==> config.mk <==
export PLATFORM = sky130hd
export DESIGN_NAME = pitch_scale_quantizer
export DESIGN_NICKNAME = d
export VERILOG_FILES = /design/src/hw/rtl/psq_pkg.sv /design/src/hw/rtl/psq_bin.sv /design/src/hw/rtl/psq_snap.sv /design/src/hw/rtl/psq_volts.sv /design/src/hw/rtl/pitch_scale_quantizer.sv
export SDC_FILE = /design/constraint.sdc
export NUM_CORES = 1
export LEC_CHECK = 0
export ABC_CLOCK_PERIOD_IN_PS = 13400
export BUFFER_PORTS_ARGS = -buffer_cell sky130_fd_sc_hd__buf_2
export CAP_MARGIN = 30
export CELL_PAD_IN_SITES_DETAIL_PLACEMENT = 1
export CELL_PAD_IN_SITES_GLOBAL_PLACEMENT = 1
export CORE_MARGIN = 4
export CORE_UTILIZATION = 53
export DETAILED_ROUTE_END_ITERATION = 10
export PLACE_DENSITY_LB_ADDON = 0.1
export SETUP_SLACK_MARGIN = 0.05
export SYNTH_ARGS = -nofsm -noshare
export SYNTH_HDL_FRONTEND = slang
export SYNTH_SLANG_ARGS = --single-unit
==> constraint.sdc <==
create_clock -name clk -period 13.4 [get_ports clk]
set_clock_uncertainty 0.1 [all_clocks]
set_input_delay 2.01 -clock clk [delete_from_list [all_inputs] [get_ports clk]]
set_output_delay 2.01 -clock clk [all_outputs]
set_load 0.005 [all_outputs]
==> src/hw/rtl/psq_pkg.sv <==
// Shared constants, types and the scale search function of the pitch quantizer.
package psq_pkg;

  localparam int FRAC_BITS = 16;
  localparam int PITCH_W   = 21;
  localparam int OFFS_W    = 18;
  localparam int MASK_W    = 12;
  localparam int NOTE_W    = 9;
  localparam int CLASS_W   = 4;
  localparam int CFG_IDX_W = 1;

  localparam int SUM_W  = PITCH_W + 1;
  localparam int PROD_W = SUM_W + 5;
  localparam int BIN_W  = PROD_W - FRAC_BITS;
  localparam int OCT_W  = 8;
  localparam int IDX_W  = 5;
  localparam int NN_W   = 7;
  localparam int RAW_W  = 12;
  localparam int SEMIS  = 12;

  // Floor division of the bin by 24: bias to a non-negative multiple of 24,
  // multiply by a reciprocal, then remove the bias again.
  localparam int DIV_U_W   = 12;
  localparam int DIV_BIAS  = 1032;
  localparam int DIV_OCT   = DIV_BIAS / 24;
  localparam int DIV_RECIP = 2731;
  localparam int DIV_SHIFT = 16;
  localparam int DIV_Q_W   = 7;

  localparam int NOTE_MAX      = 160;
  localparam int MAG_W         = 8;
  localparam int CLASS_AT_MAX  = NOTE_MAX % SEMIS;
  localparam int CLASS_AT_MIN  = SEMIS - CLASS_AT_MAX;

  // Rounded volts: (mag * 2^FRAC_BITS + 6) / 12 by reciprocal multiplication.
  localparam int NUM_W     = FRAC_BITS + MAG_W;
  localparam int VDIV_SH   = NUM_W + 4;
  localparam longint VDIV_RECIP = ((64'd1 << VDIV_SH) + 64'd11) / 64'd12;
  localparam int VREC_W    = NUM_W + 1;
  localparam int VPROD_W   = NUM_W + VREC_W;
  localparam int QMAG_W    = PITCH_W - 1;

  localparam logic [CFG_IDX_W-1:0] REG_SCALE_MASK   = 1'b0;
  localparam logic [CFG_IDX_W-1:0] REG_PITCH_OFFSET = 1'b1;

  typedef struct packed {
    logic                    valid;
    logic signed [OCT_W-1:0] octave;
    logic [IDX_W-1:0]        idx;
  } bin_t;

  typedef struct packed {
    logic                     valid;
    logic signed [NOTE_W-1:0] note;
    logic [CLASS_W-1:0]       pclass;
  } note_t;

  function automatic logic note_enabled(logic signed [NN_W-1:0] n,
                                        logic [MASK_W-1:0] mask);
    logic signed [NN_W-1:0] pc;
    if (n < 0) begin
      pc = n + NN_W'(SEMIS);
    end else if (n >= NN_W'(SEMIS)) begin
      pc = n - NN_W'(SEMIS);
    end else begin
      pc = n;
    end
    return (mask == '0) || mask[pc[CLASS_W-1:0]];
  endfunction

  // Nearest enabled note to (idx + 1) >> 1. Any nonempty 12-note mask has an
  // enabled note within six semitones, so the search stops there. Scanning
  // from far to near, lower after upper, lets the lower note win a tie.
  function automatic logic signed [NN_W-1:0] nearest_note(logic [IDX_W-1:0] idx,
                                                          logic [MASK_W-1:0] mask);
    logic [IDX_W-1:0]       inc;
    logic signed [NN_W-1:0] tgt;
    logic signed [NN_W-1:0] cand;
    logic signed [NN_W-1:0] best;
    inc  = idx + IDX_W'(1);
    tgt  = $signed({3'b000, inc[IDX_W-1:1]});
    best = '0;
    for (int d = 6; d >= 0; d--) begin
      cand = tgt + NN_W'(d);
      if (note_enabled(cand, mask)) begin
        best = cand;
      end
      cand = tgt - NN_W'(d);
      if (note_enabled(cand, mask)) begin
        best = cand;
      end
    end
    return best;
  endfunction

endpackage

==> src/hw/rtl/psq_bin.sv <==
// Offset add, half-semitone binning and split into octave and bin index.
module psq_bin (
  input  logic                             clk,
  input  logic                             rst_n,
  input  logic                             valid,
  input  logic signed [psq_pkg::PITCH_W-1:0] pitch,
  input  logic signed [psq_pkg::OFFS_W-1:0]  offset,
  output psq_pkg::bin_t                    bin_o
);

  logic signed [psq_pkg::SUM_W-1:0]  sum;
  logic signed [psq_pkg::PROD_W-1:0] sum_x;
  logic signed [psq_pkg::PROD_W-1:0] prod;
  logic                              bvalid_r;
  logic signed [psq_pkg::BIN_W-1:0]  bin_r;
  logic [psq_pkg::DIV_U_W-1:0]       u;
  logic [2*psq_pkg::DIV_U_W-1:0]     q_full;
  logic [psq_pkg::DIV_Q_W-1:0]       q;
  logic [psq_pkg::DIV_U_W-1:0]       rem;
  psq_pkg::bin_t                     bin_nxt;
  psq_pkg::bin_t                     bin_o_r;

  assign sum   = psq_pkg::SUM_W'(pitch) + psq_pkg::SUM_W'(offset);
  assign sum_x = psq_pkg::PROD_W'(sum);
  // (pitch + offset) * 24; dropping the fraction bits of a two's complement value floors.
  assign prod  = (sum_x <<< 4) + (sum_x <<< 3);

  always_ff @(posedge clk) begin
    if (!rst_n) begin
      bvalid_r <= 1'b0;
    end else begin
      bvalid_r <= valid;
    end
    bin_r <= prod[psq_pkg::PROD_W-1:psq_pkg::FRAC_BITS];
  end

  assign u      = psq_pkg::DIV_U_W'(psq_pkg::DIV_U_W'(bin_r) + psq_pkg::DIV_U_W'(psq_pkg::DIV_BIAS));
  assign q_full = {{psq_pkg::DIV_U_W{1'b0}}, u} * (2*psq_pkg::DIV_U_W)'(psq_pkg::DIV_RECIP);
  assign q      = q_full[psq_pkg::DIV_SHIFT +: psq_pkg::DIV_Q_W];
  assign rem    = u - psq_pkg::DIV_U_W'({q, 4'b0000} + {q, 3'b000});

  always_comb begin
    bin_nxt.valid  = bvalid_r;
    bin_nxt.octave = $signed(psq_pkg::OCT_W'(q)) - psq_pkg::OCT_W'(psq_pkg::DIV_OCT);
    bin_nxt.idx    = rem[psq_pkg::IDX_W-1:0];
  end

  always_ff @(posedge clk) begin
    if (!rst_n) begin
      bin_o_r.valid <= 1'b0;
    end else begin
      bin_o_r.valid <= bin_nxt.valid;
    end
    bin_o_r.octave <= bin_nxt.octave;
    bin_o_r.idx    <= bin_nxt.idx;
  end

  assign bin_o = bin_o_r;

endmodule

==> src/hw/rtl/psq_snap.sv <==
// Scale lookup, octave recombination, saturation and pitch class.
module psq_snap (
  input  logic                          clk,
  input  logic                          rst_n,
  input  psq_pkg::bin_t                 bin_i,
  input  logic [psq_pkg::MASK_W-1:0]    mask,
  output psq_pkg::note_t                note_o
);

  logic signed [psq_pkg::NN_W-1:0]  nn;
  logic signed [psq_pkg::RAW_W-1:0] oct_x;
  logic signed [psq_pkg::RAW_W-1:0] raw;
  logic [psq_pkg::CLASS_W-1:0]      nn_class;
  psq_pkg::note_t                   note_nxt;
  psq_pkg::note_t                   note_r;

  assign nn    = psq_pkg::nearest_note(bin_i.idx, mask);
  assign oct_x = psq_pkg::RAW_W'(bin_i.octave);
  assign raw   = psq_pkg::RAW_W'(nn) + (oct_x <<< 3) + (oct_x <<< 2);

  always_comb begin
    if (nn < 0) begin
      nn_class = psq_pkg::CLASS_W'(nn + psq_pkg::NN_W'(psq_pkg::SEMIS));
    end else if (nn >= psq_pkg::NN_W'(psq_pkg::SEMIS)) begin
      nn_class = psq_pkg::CLASS_W'(nn - psq_pkg::NN_W'(psq_pkg::SEMIS));
    end else begin
      nn_class = psq_pkg::CLASS_W'(nn);
    end
  end

  always_comb begin
    note_nxt.valid = bin_i.valid;
    if (raw > psq_pkg::RAW_W'(psq_pkg::NOTE_MAX)) begin
      note_nxt.note   = psq_pkg::NOTE_W'(psq_pkg::NOTE_MAX);
      note_nxt.pclass = psq_pkg::CLASS_W'(psq_pkg::CLASS_AT_MAX);
    end else if (raw < -psq_pkg::RAW_W'(psq_pkg::NOTE_MAX)) begin
      note_nxt.note   = -psq_pkg::NOTE_W'(psq_pkg::NOTE_MAX);
      note_nxt.pclass = psq_pkg::CLASS_W'(psq_pkg::CLASS_AT_MIN);
    end else begin
      note_nxt.note   = raw[psq_pkg::NOTE_W-1:0];
      note_nxt.pclass = nn_class;
    end
  end

  always_ff @(posedge clk) begin
    if (!rst_n) begin
      note_r.valid <= 1'b0;
    end else begin
      note_r.valid <= note_nxt.valid;
    end
    note_r.note   <= note_nxt.note;
    note_r.pclass <= note_nxt.pclass;
  end

  assign note_o = note_r;

endmodule

==> src/hw/rtl/psq_volts.sv <==
// Conversion of the quantized note back to volts, plus the result register.
module psq_volts (
  input  logic                               clk,
  input  logic                               rst_n,
  input  psq_pkg::note_t                     note_i,
  output logic                               valid_o,
  output logic signed [psq_pkg::NOTE_W-1:0]  note_o,
  output logic signed [psq_pkg::PITCH_W-1:0] volts_o,
  output logic [psq_pkg::CLASS_W-1:0]        pclass_o
);

  logic [psq_pkg::MAG_W-1:0]           mag;
  logic [psq_pkg::NUM_W-1:0]           num;
  logic [psq_pkg::VPROD_W-1:0]         prod;
  psq_pkg::note_t                      hold_r;
  logic [psq_pkg::QMAG_W-1:0]          qmag_r;
  logic                                valid_r;
  logic signed [psq_pkg::NOTE_W-1:0]   note_r;
  logic signed [psq_pkg::PITCH_W-1:0]  volts_r;
  logic signed [psq_pkg::PITCH_W-1:0]  volts_nxt;
  logic [psq_pkg::CLASS_W-1:0]         pclass_r;

  assign mag  = note_i.note[psq_pkg::NOTE_W-1]
              ? psq_pkg::MAG_W'(-note_i.note) : psq_pkg::MAG_W'(note_i.note);
  assign num  = {mag, {psq_pkg::FRAC_BITS{1'b0}}} + psq_pkg::NUM_W'(6);
  assign prod = psq_pkg::VPROD_W'(num) * psq_pkg::VPROD_W'(psq_pkg::VDIV_RECIP);

  always_ff @(posedge clk) begin
    if (!rst_n) begin
      hold_r.valid <= 1'b0;
    end else begin
      hold_r.valid <= note_i.valid;
    end
    hold_r.note   <= note_i.note;
    hold_r.pclass <= note_i.pclass;
    qmag_r        <= prod[psq_pkg::VDIV_SH +: psq_pkg::QMAG_W];
  end

  assign volts_nxt = hold_r.note[psq_pkg::NOTE_W-1]
                   ? -$signed({1'b0, qmag_r}) : $signed({1'b0, qmag_r});

  always_ff @(posedge clk) begin
    if (!rst_n) begin
      valid_r <= 1'b0;
    end else begin
      valid_r <= hold_r.valid;
    end
    note_r   <= hold_r.note;
    volts_r  <= volts_nxt;
    pclass_r <= hold_r.pclass;
  end

  assign valid_o  = valid_r;
  assign note_o   = note_r;
  assign volts_o  = volts_r;
  assign pclass_o = pclass_r;

endmodule

==> src/hw/rtl/pitch_scale_quantizer.sv <==
// Top level of the pitch quantizer: configuration, input register and pipeline.
//
// A request is taken on every cycle that start is high; busy is always low.
// Each request gives exactly one result, shown for one cycle with out_valid
// high, after it passes the input register, bin register, octave split,
// scale lookup, reciprocal multiply for the volts value and result register.
// Throughput is one request per clock, set by the six-stage pipeline; the
// receiver cannot stall it, so results must be captured when they appear.
// The user is to write scale_mask and pitch_offset through the cfg port only
// while no request is in flight; the block itself does not enforce this.
module pitch_scale_quantizer (
  input  logic                                   clk,
  input  logic                                   rst_n,
  input  logic                                   start,
  output logic                                   busy,
  input  logic signed [psq_pkg::PITCH_W-1:0]     in_pitch_in,
  input  logic                                   cfg_we,
  input  logic [psq_pkg::CFG_IDX_W-1:0]          cfg_index,
  input  logic [psq_pkg::OFFS_W-1:0]             cfg_data,
  output logic                                   out_valid,
  output logic signed [psq_pkg::NOTE_W-1:0]      out_note_number,
  output logic signed [psq_pkg::PITCH_W-1:0]     out_pitch_out,
  output logic [psq_pkg::CLASS_W-1:0]            out_pitch_class
);

  logic [psq_pkg::MASK_W-1:0]          scale_mask_r;
  logic signed [psq_pkg::OFFS_W-1:0]   pitch_offset_r;
  logic                                in_valid_r;
  logic signed [psq_pkg::PITCH_W-1:0]  in_pitch_r;
  psq_pkg::bin_t                       bin_s;
  psq_pkg::note_t                      note_s;

  assign busy = 1'b0;

  always_ff @(posedge clk) begin
    if (!rst_n) begin
      scale_mask_r   <= '1;
      pitch_offset_r <= '0;
    end else if (cfg_we) begin
      case (cfg_index)
        psq_pkg::REG_SCALE_MASK:   scale_mask_r   <= cfg_data[psq_pkg::MASK_W-1:0];
        psq_pkg::REG_PITCH_OFFSET: pitch_offset_r <= cfg_data;
        default: ;
      endcase
    end
  end

  always_ff @(posedge clk) begin
    if (!rst_n) begin
      in_valid_r <= 1'b0;
    end else begin
      in_valid_r <= start && !busy;
    end
    in_pitch_r <= in_pitch_in;
  end

  psq_bin u_bin (
    .clk    (clk),
    .rst_n  (rst_n),
    .valid  (in_valid_r),
    .pitch  (in_pitch_r),
    .offset (pitch_offset_r),
    .bin_o  (bin_s)
  );

  psq_snap u_snap (
    .clk    (clk),
    .rst_n  (rst_n),
    .bin_i  (bin_s),
    .mask   (scale_mask_r),
    .note_o (note_s)
  );

  psq_volts u_volts (
    .clk      (clk),
    .rst_n    (rst_n),
    .note_i   (note_s),
    .valid_o  (out_valid),
    .note_o   (out_note_number),
    .volts_o  (out_pitch_out),
    .pclass_o (out_pitch_class)
  );

  // Every result comes from a matching request taken earlier.
  a_out_from_request: assert property (@(posedge clk) disable iff (!rst_n)
    out_valid |-> $past(start, 6))
    else $error("result without a matching request");

  a_note_range: assert property (@(posedge clk) disable iff (!rst_n)
    out_valid |-> (out_note_number <= psq_pkg::NOTE_W'(psq_pkg::NOTE_MAX)) &&
                  (out_note_number >= -psq_pkg::NOTE_W'(psq_pkg::NOTE_MAX)))
    else $error("note number outside saturation range");

  a_class_range: assert property (@(posedge clk) disable iff (!rst_n)
    out_valid |-> out_pitch_class < psq_pkg::CLASS_W'(psq_pkg::SEMIS))
    else $error("pitch class out of range");

  // Volts and note must agree in sign, and zero maps to zero.
  a_volts_sign: assert property (@(posedge clk) disable iff (!rst_n)
    out_valid |-> ((out_note_number < 0) == (out_pitch_out < 0)) &&
                  ((out_note_number == 0) == (out_pitch_out == 0)))
    else $error("pitch_out sign does not match note number");

endmodule
* Yosys cells after proc, flatten, opt, wreduce, memory -nomap -nowiden
Cells that the tools add are included.
Word-level totals: bits in registers 161, input port bits 44, output and inout bits 36, logic and storage cells 208
Cells by class: add/sub/neg operators 52, multiply operators 2, $lt $le $gt $ge 43, mux-type cells 70, bitwise gates (word level) 1, reduce and logical (&&, ||, !) cells 17
Operators by type and width (number):
- 4-bit two-way mux | 28
- 7-bit two-way mux | 12
- 4-bit by 5-bit < comparator with 1-bit output, second input constant | 13
- 5-bit by 1-bit < comparator with 1-bit output, second input constant | 12
- 4-bit by 3-bit adder with 4-bit output, second input constant | 13
- 1-bit binary-select mux with 4-bit select | 13
- 4-bit by 3-bit subtractor with 4-bit output, second input constant | 12
- 24-bit by 24-bit multiplier with 47-bit output, second input constant | 1
- 5-bit by 4-bit greater-or-equal comparator with 1-bit output, second input constant | 6
- 5-bit greater-or-equal comparator, second input constant | 6
- 26-bit by 25-bit adder with 27-bit output | 1
- 24-bit by 3-bit adder with 24-bit output, second input constant | 1
- 12-bit by 12-bit multiplier with 23-bit output, second input constant | 1
- 21-bit by 18-bit adder with 22-bit output | 1
- 20-bit negation with 21-bit output | 1
- 20-bit two-way mux | 1
- 4-bit by 3-bit adder with 5-bit output, second input constant | 3
- 4-bit by 3-bit subtractor with 5-bit output, second input constant | 3
- 1-bit logical OR | 13
- 1-bit two-way mux | 13
- 13-bit two-way mux | 1
- 11-bit by 12-bit adder with 12-bit output, second input constant | 1
- 12-bit by 10-bit adder with 12-bit output | 1
- 7-bit by 11-bit adder with 12-bit output | 1
- other kinds (23) | 27

* Logic depth before layout (Yosys ltp)
word-level depth 25, mapped depth 38, mapped depth without buffers 34

* Modules after synthesis
From an unflattened synthesis, not the netlist that was laid out.
Second synthesis, totals: cell total of the unflattened synthesis 1926, area total of the unflattened synthesis 17194.0 um^2
By module, submodules not included:
- psq_volts | times used 1, cells an instance 597, area an instance 6153.4 um^2, sequential area each 1381.3 um^2
- psq_bin | times used 1, cells an instance 535, area an instance 4858.4 um^2, sequential area each 520.5 um^2
- psq_snap | times used 1, cells an instance 633, area an instance 4549.4 um^2, sequential area each 240.2 um^2
- pitch_scale_quantizer | times used 1, cells an instance 161, area an instance 1632.8 um^2, sequential area each 1041.0 um^2

* Worst setup path after synthesis
No wires, ideal clock.
path kind register to register, start reg u_bin.bin_o_r (netlist bit u_bin.bin_o[0]), end reg u_snap.note_r (netlist bit u_snap.note_o[3]), library setup time 0.125 ns, arrival 7.358 ns, data required time 13.175 ns, setup slack 5.817 ns, cell stages (with the launch flop) 37, buffers on the path 4, period minus slack after synthesis 7.583 ns, cells stage by stage dfxtp_1 -> ha_1 -> buf_6 -> xor2_2 -> inv_2 -> buf_2 -> ha_1 -> clkbuf_1 -> xnor3_1 -> clkinv_1 -> ha_1 -> nand2_1 -> nand2_1 -> or4_1 -> o221ai_1 -> mux2i_1 -> or2_1 -> buf_2 -> nand3_1 -> o221ai_1 -> o311a_1 -> a31oi_1 -> inv_1 -> fa_1 -> fa_1 -> a21oi_1 -> nor2_1 -> nor2_1 -> o21bai_1 -> a21oi_1 -> inv_1 -> a21o_1 -> a21oi_1 -> xor2_1 -> xnor2_1 -> and2_1 -> o41a_1
Between the ends: word-level cells in the longest chain between the ends 25, elaborated cells between the ends (all ways) 154, classes of those cells add/sub: 43; order compare: 30; mux: 68; reduce/logical: 13
Ends and longest elaborated chain:
- start, declared | line psq_bin.sv:21 | psq_pkg::bin_t bin_o_r;
- 5-bit by 1-bit adder with 5-bit output * | line psq_pkg.sv:80 | inc = idx + IDX_W'(1);
- 4-bit by 3-bit adder with 5-bit output | line psq_pkg.sv:84 | cand = tgt + NN_W'(d);
- 4-bit subtractor / 5-bit by 4-bit greater-or-equal comparator with 1-bit output (equally long branches) | line psq_pkg.sv:64, psq_pkg.sv:63
- 4-bit two-way mux | line psq_pkg.sv:63 | end else if (n >= NN_W'(SEMIS)) begin
- 4-bit two-way mux | line psq_pkg.sv:61 | if (n < 0) begin
- 1-bit binary-select mux with 4-bit select | line psq_pkg.sv:68 | return (mask == '0) || mask[pc[CLASS_W-1:0]];
- 1-bit two-way mux (implied by the code) | line psq_pkg.sv:68
- 1-bit logical OR | line psq_pkg.sv:68
- [9 not listed]
- 7-bit two-way mux | line psq_pkg.sv:89 | if (note_enabled(cand, mask)) begin
- 7-bit two-way mux | line psq_pkg.sv:85 | if (note_enabled(cand, mask)) begin
- 7-bit two-way mux | line psq_pkg.sv:89
- 7-bit two-way mux * | line psq_pkg.sv:89
- 7-bit by 11-bit adder with 12-bit output, or another cell as far along | line psq_snap.sv:19 | assign raw = psq_pkg::RAW_W'(nn) + (oct_x <<< 3) + (oct_x <<< 2);
- 12-bit by 10-bit adder with 12-bit output / 4-bit two-way mux (equally long branches) | line psq_snap.sv:19, psq_snap.sv:24
- 12-bit by 9-bit < comparator with 1-bit output / 4-bit two-way mux (equally long branches) | line psq_snap.sv:36, psq_snap.sv:22
- 13-bit two-way mux | line psq_snap.sv:36 | end else if (raw < -psq_pkg::RAW_W'(psq_pkg::NOTE_MAX)) begin
- end, declared | line psq_snap.sv:15 | psq_pkg::note_t note_r;
Mark *: on every way between the ends. The rest lies on a longest branch, timed or not. The select of a mux whose other input is x is not followed. A chain may end at the register's enable or synchronous reset.

* Worst setup path after layout
start reg u_bin.bin_o_r (netlist bit u_bin.bin_o[1]), end reg u_snap.note_r (netlist bit u_snap.note_o[3])
The elaborated chain is that of the path after synthesis.

==> results.yml <==
route:
  route.detailed.drc: 0
  viasPerCell: 5.86
  routed_wl_um: 42400
  drt-initial-drc-count: 615
  antenna_left: 0
  first_pass_iters: 5
  dr_total_vias: 13036
  avgRoutedWirePerCell_um: 19.1
timing:
  setup_violations: 0
  finalMaxSlewViolations: 0
  final.min_clock_period_ns: 8.89
  tightest_slew_ns: 0.916
  min_period_over_period: 0.664
  tns_ns: 0
  rsz0062_at_grt: "no"
  hold_violations: 0
  hold_slack_ns: 0.227
  layout_setup_ws_ns: 4.51
  maxSlewHeadroom: 0.385
  fmax_ghz: 0.112
clock_tree:
  hold_buffers: 0
  clockBufferDepth: 2
  root_buffer: "clkbuf_16"
  path_clk_slew_ns: 0.07
  cts_buffers: 17
  cts_tree: "done"
  cts_setup_buffers: 0
  cts_resized: 0
  cts_sinks: 155
  clk-insertion-delay-late_ns: 0.45
  cts_max_level: 4
die:
  die_area_um2: 33200
  die_h_um: 182
  dieWidth_um: 182
  io_pins: 80
  core-area_um2: 29800
  fp-row-count: 63
  start_util: 0.540
critical_path:
  startpoint_type: "register"
  end_kind: "register"
  crit_type: "register to register"
  cp_max_fo: 18
  arrival_ns: 9.12
  cp_slowest_cell: "xor2_2"
  required_ns: 13.63
  max_stage_delay_ns: 0.60
logic_synthesis:
  synth.distinct_cells: 93
  synth_compound_area_frac: 0.149
  synthMuxAreaShare: 0.0294
  syn_area_per_cell_um2: 9.14
  ys_seq_area_frac: 0.193
  postSynth.asyncResetShare: 0
  syn_area_um2: 16100
  synth_flop_cell: "dfxtp_1"
  synth_xor_area_frac: 0.0709
  synth-simple-area-share: 0.131
  synth_seq_cells: 155
  syn_nets: 2209
  synth_top_family_by_area: "adder cells"
  synth_fa_ha_area_frac: 0.360
  syn_inst: 1761
  ys.warnings.count: 0
  synth-edff-count: 0
layout:
  final_nets: 2268
  syn2layout_area_growth_pct: 7.93
  stdcell_count: 2223
  drive_gt1_frac: 0.0944
  n_antenna_cell: 0
job:
  maxCapViolCount: 0
placed_design:
  place_ws_ns: 4.56
  portBuffers: 78
  post-place-cells: 2191
  hpwlAfterDp_um: 34500
  gp_congestion: 0.943
grt:
  grt_pass1_wl_um: 71900
  antenna_found_initial: 0
  grt_pass1_vias: 14173
  grt.total_usage: 0.264
  gr-total-overflow: 0
  grt_max_degree: 37
run_status:
  status: "completed"
hold_path:
  hold_class: "register to register"
-- layout by cell type (no fill, tap or decap), drive strengths merged, types with 10 or more instances in the layout --
| master | instances |
|---|---|
| nand3 | 39 |
| o21bai | 13 |
| o21ai | 65 |
| buf | 87 |
| mux2i | 28 |
| xor2 | 25 |
| inv | 228 |
| nor2b | 12 |
| and3 | 17 |
| nor3 | 30 |
| ha | 306 |
| a21boi | 28 |
| nor2 | 80 |
| fa | 98 |
| a21o | 27 |
| or3 | 12 |
| o31ai | 24 |
| nand2b | 20 |
| and2 | 24 |
| nand2 | 143 |
| xnor2 | 89 |
| o211ai | 14 |
| dfxtp | 155 |
| clkbuf | 19 |
| mux2 | 12 |
| a2111oi | 12 |
| a21oi | 65 |
| a31oi | 10 |
| a211oi | 16 |
-- routing by layer --
layer | global-route usage | vias to the layer above | wire, um
met5 | 0 | - | 0
met2 | 0.469 | 253 | 21300
met3 | 0.0385 | 80 | 1590
li1 | - | 6241 | -
met4 | 0.0742 | 0 | 1040
met1 | 0.333 | 6462 | 18400
-- path summary, 6_finish.rpt --
path,startpoint,endpoint,slack [ns],depth (start not counted)
worst max-delay path,u_bin.bin_o[1]$_DFF_P_,u_snap.note_o[3]$_SDFF_PN0_,4.51,32
worst min-delay path,u_volts.hold_r[6]$_DFF_P_,u_volts.note_o[2]$_DFF_P_,0.23,0
worst max register to register,u_bin.bin_o[1]$_DFF_P_,u_snap.note_o[3]$_SDFF_PN0_,4.51,32
worst min register to register,u_volts.hold_r[6]$_DFF_P_,u_volts.note_o[2]$_DFF_P_,0.23,0
-- synthesized netlist by cell type, types with 6 or more instances --
cell	count	area (um^2)
o21bai_1	13	97.6
dfxtp_1	155	3100
or3_1	12	75.1
xnor2_1	86	753
o211ai_1	14	105
or2_2	7	43.8
a211oi_1	16	120
nand2_1	142	533
a31oi_1	10	62.6
fa_1	98	1960
nand3_1	38	190
mux2i_1	27	270
xor2_1	24	210
nand2b_1	20	125
clkbuf_1	21	78.8
buf_2	16	80.1
a31o_2	8	70.1
a21boi_0	25	188
nor2_1	80	300
and2_1	21	131
buf_4	6	45.0
ha_1	306	3830
a21o_1	27	203
a2111oi_0	11	96.3
nor2b_1	12	75.1
nor3_1	29	145
mux2_2	11	124
o21ai_0	62	310
o21a_1	6	45.0
o41ai_1	6	52.6
a21oi_1	64	320
o31ai_1	23	173
nor4b_1	6	52.6
inv_2	7	26.3
and3_1	16	100
nor4_1	9	56.3
inv_1	213	800
-- critical path: cells and delay by family (launching register included) --
kind | cells | cell delay (ns)
xor gates and xnor gates | 4 | 1.55
and+or+nand+nor | 8 | 1.63
AOI/OAI and AO/OA | 10 | 1.91
DFF | 1 | 0.44
buffers and inverters | 4 | 0.84
muxes | 1 | 0.11
adders and majority gates | 5 | 2.12
-- per-stage QoR --
step / utilization / cell area (um^2)
6_report: 0.583 / 17400
3_5_place_dp: 0.564 / 16800
2_1_floorplan: - / 16100
4_1_cts: 0.583 / 17400
3_3_place_gp: 0.564 / 16800
5_1_grt: 0.583 / 17400
-- state kept, by name, indices dropped and copies added (netlist names), 2 cells and up --
| signal | flops |
|---|---|
| u_snap.note_o | 12 |
| scale_mask_r | 12 |
| u_volts.pclass_o | 2 |
| u_volts.volts_o | 21 |
| u_volts.hold_r | 12 |
| pitch_offset_r | 18 |
| u_bin.bin_r | 11 |
| u_bin.bin_o | 14 |
| in_pitch_r | 21 |
| u_volts.note_o | 9 |
| u_volts.qmag_r | 20 |
-- final cells by class --
type	count	area, um^2
flip-flops and latches	155	3100
multi-input cells	1338	11900
well taps	390	488
clock inverters	13	130
clock buffers	19	443
fillers	3502	12400
inverters	221	830
repair buffers	87	458
-- logic make-up after synthesis --
| logic type | Yosys count |
|---|---|
| buf+inv | 268 |
| mux | 42 |
| compound gates | 347 |
| flops | 155 |
| simple gates | 425 |
| fa+ha+maj | 405 |
| xor+xnor | 118 |
| other cells | 1 |
Power is not shown: default switching activity piles up to over one toggle a cycle in this logic, so the estimate is an artifact.
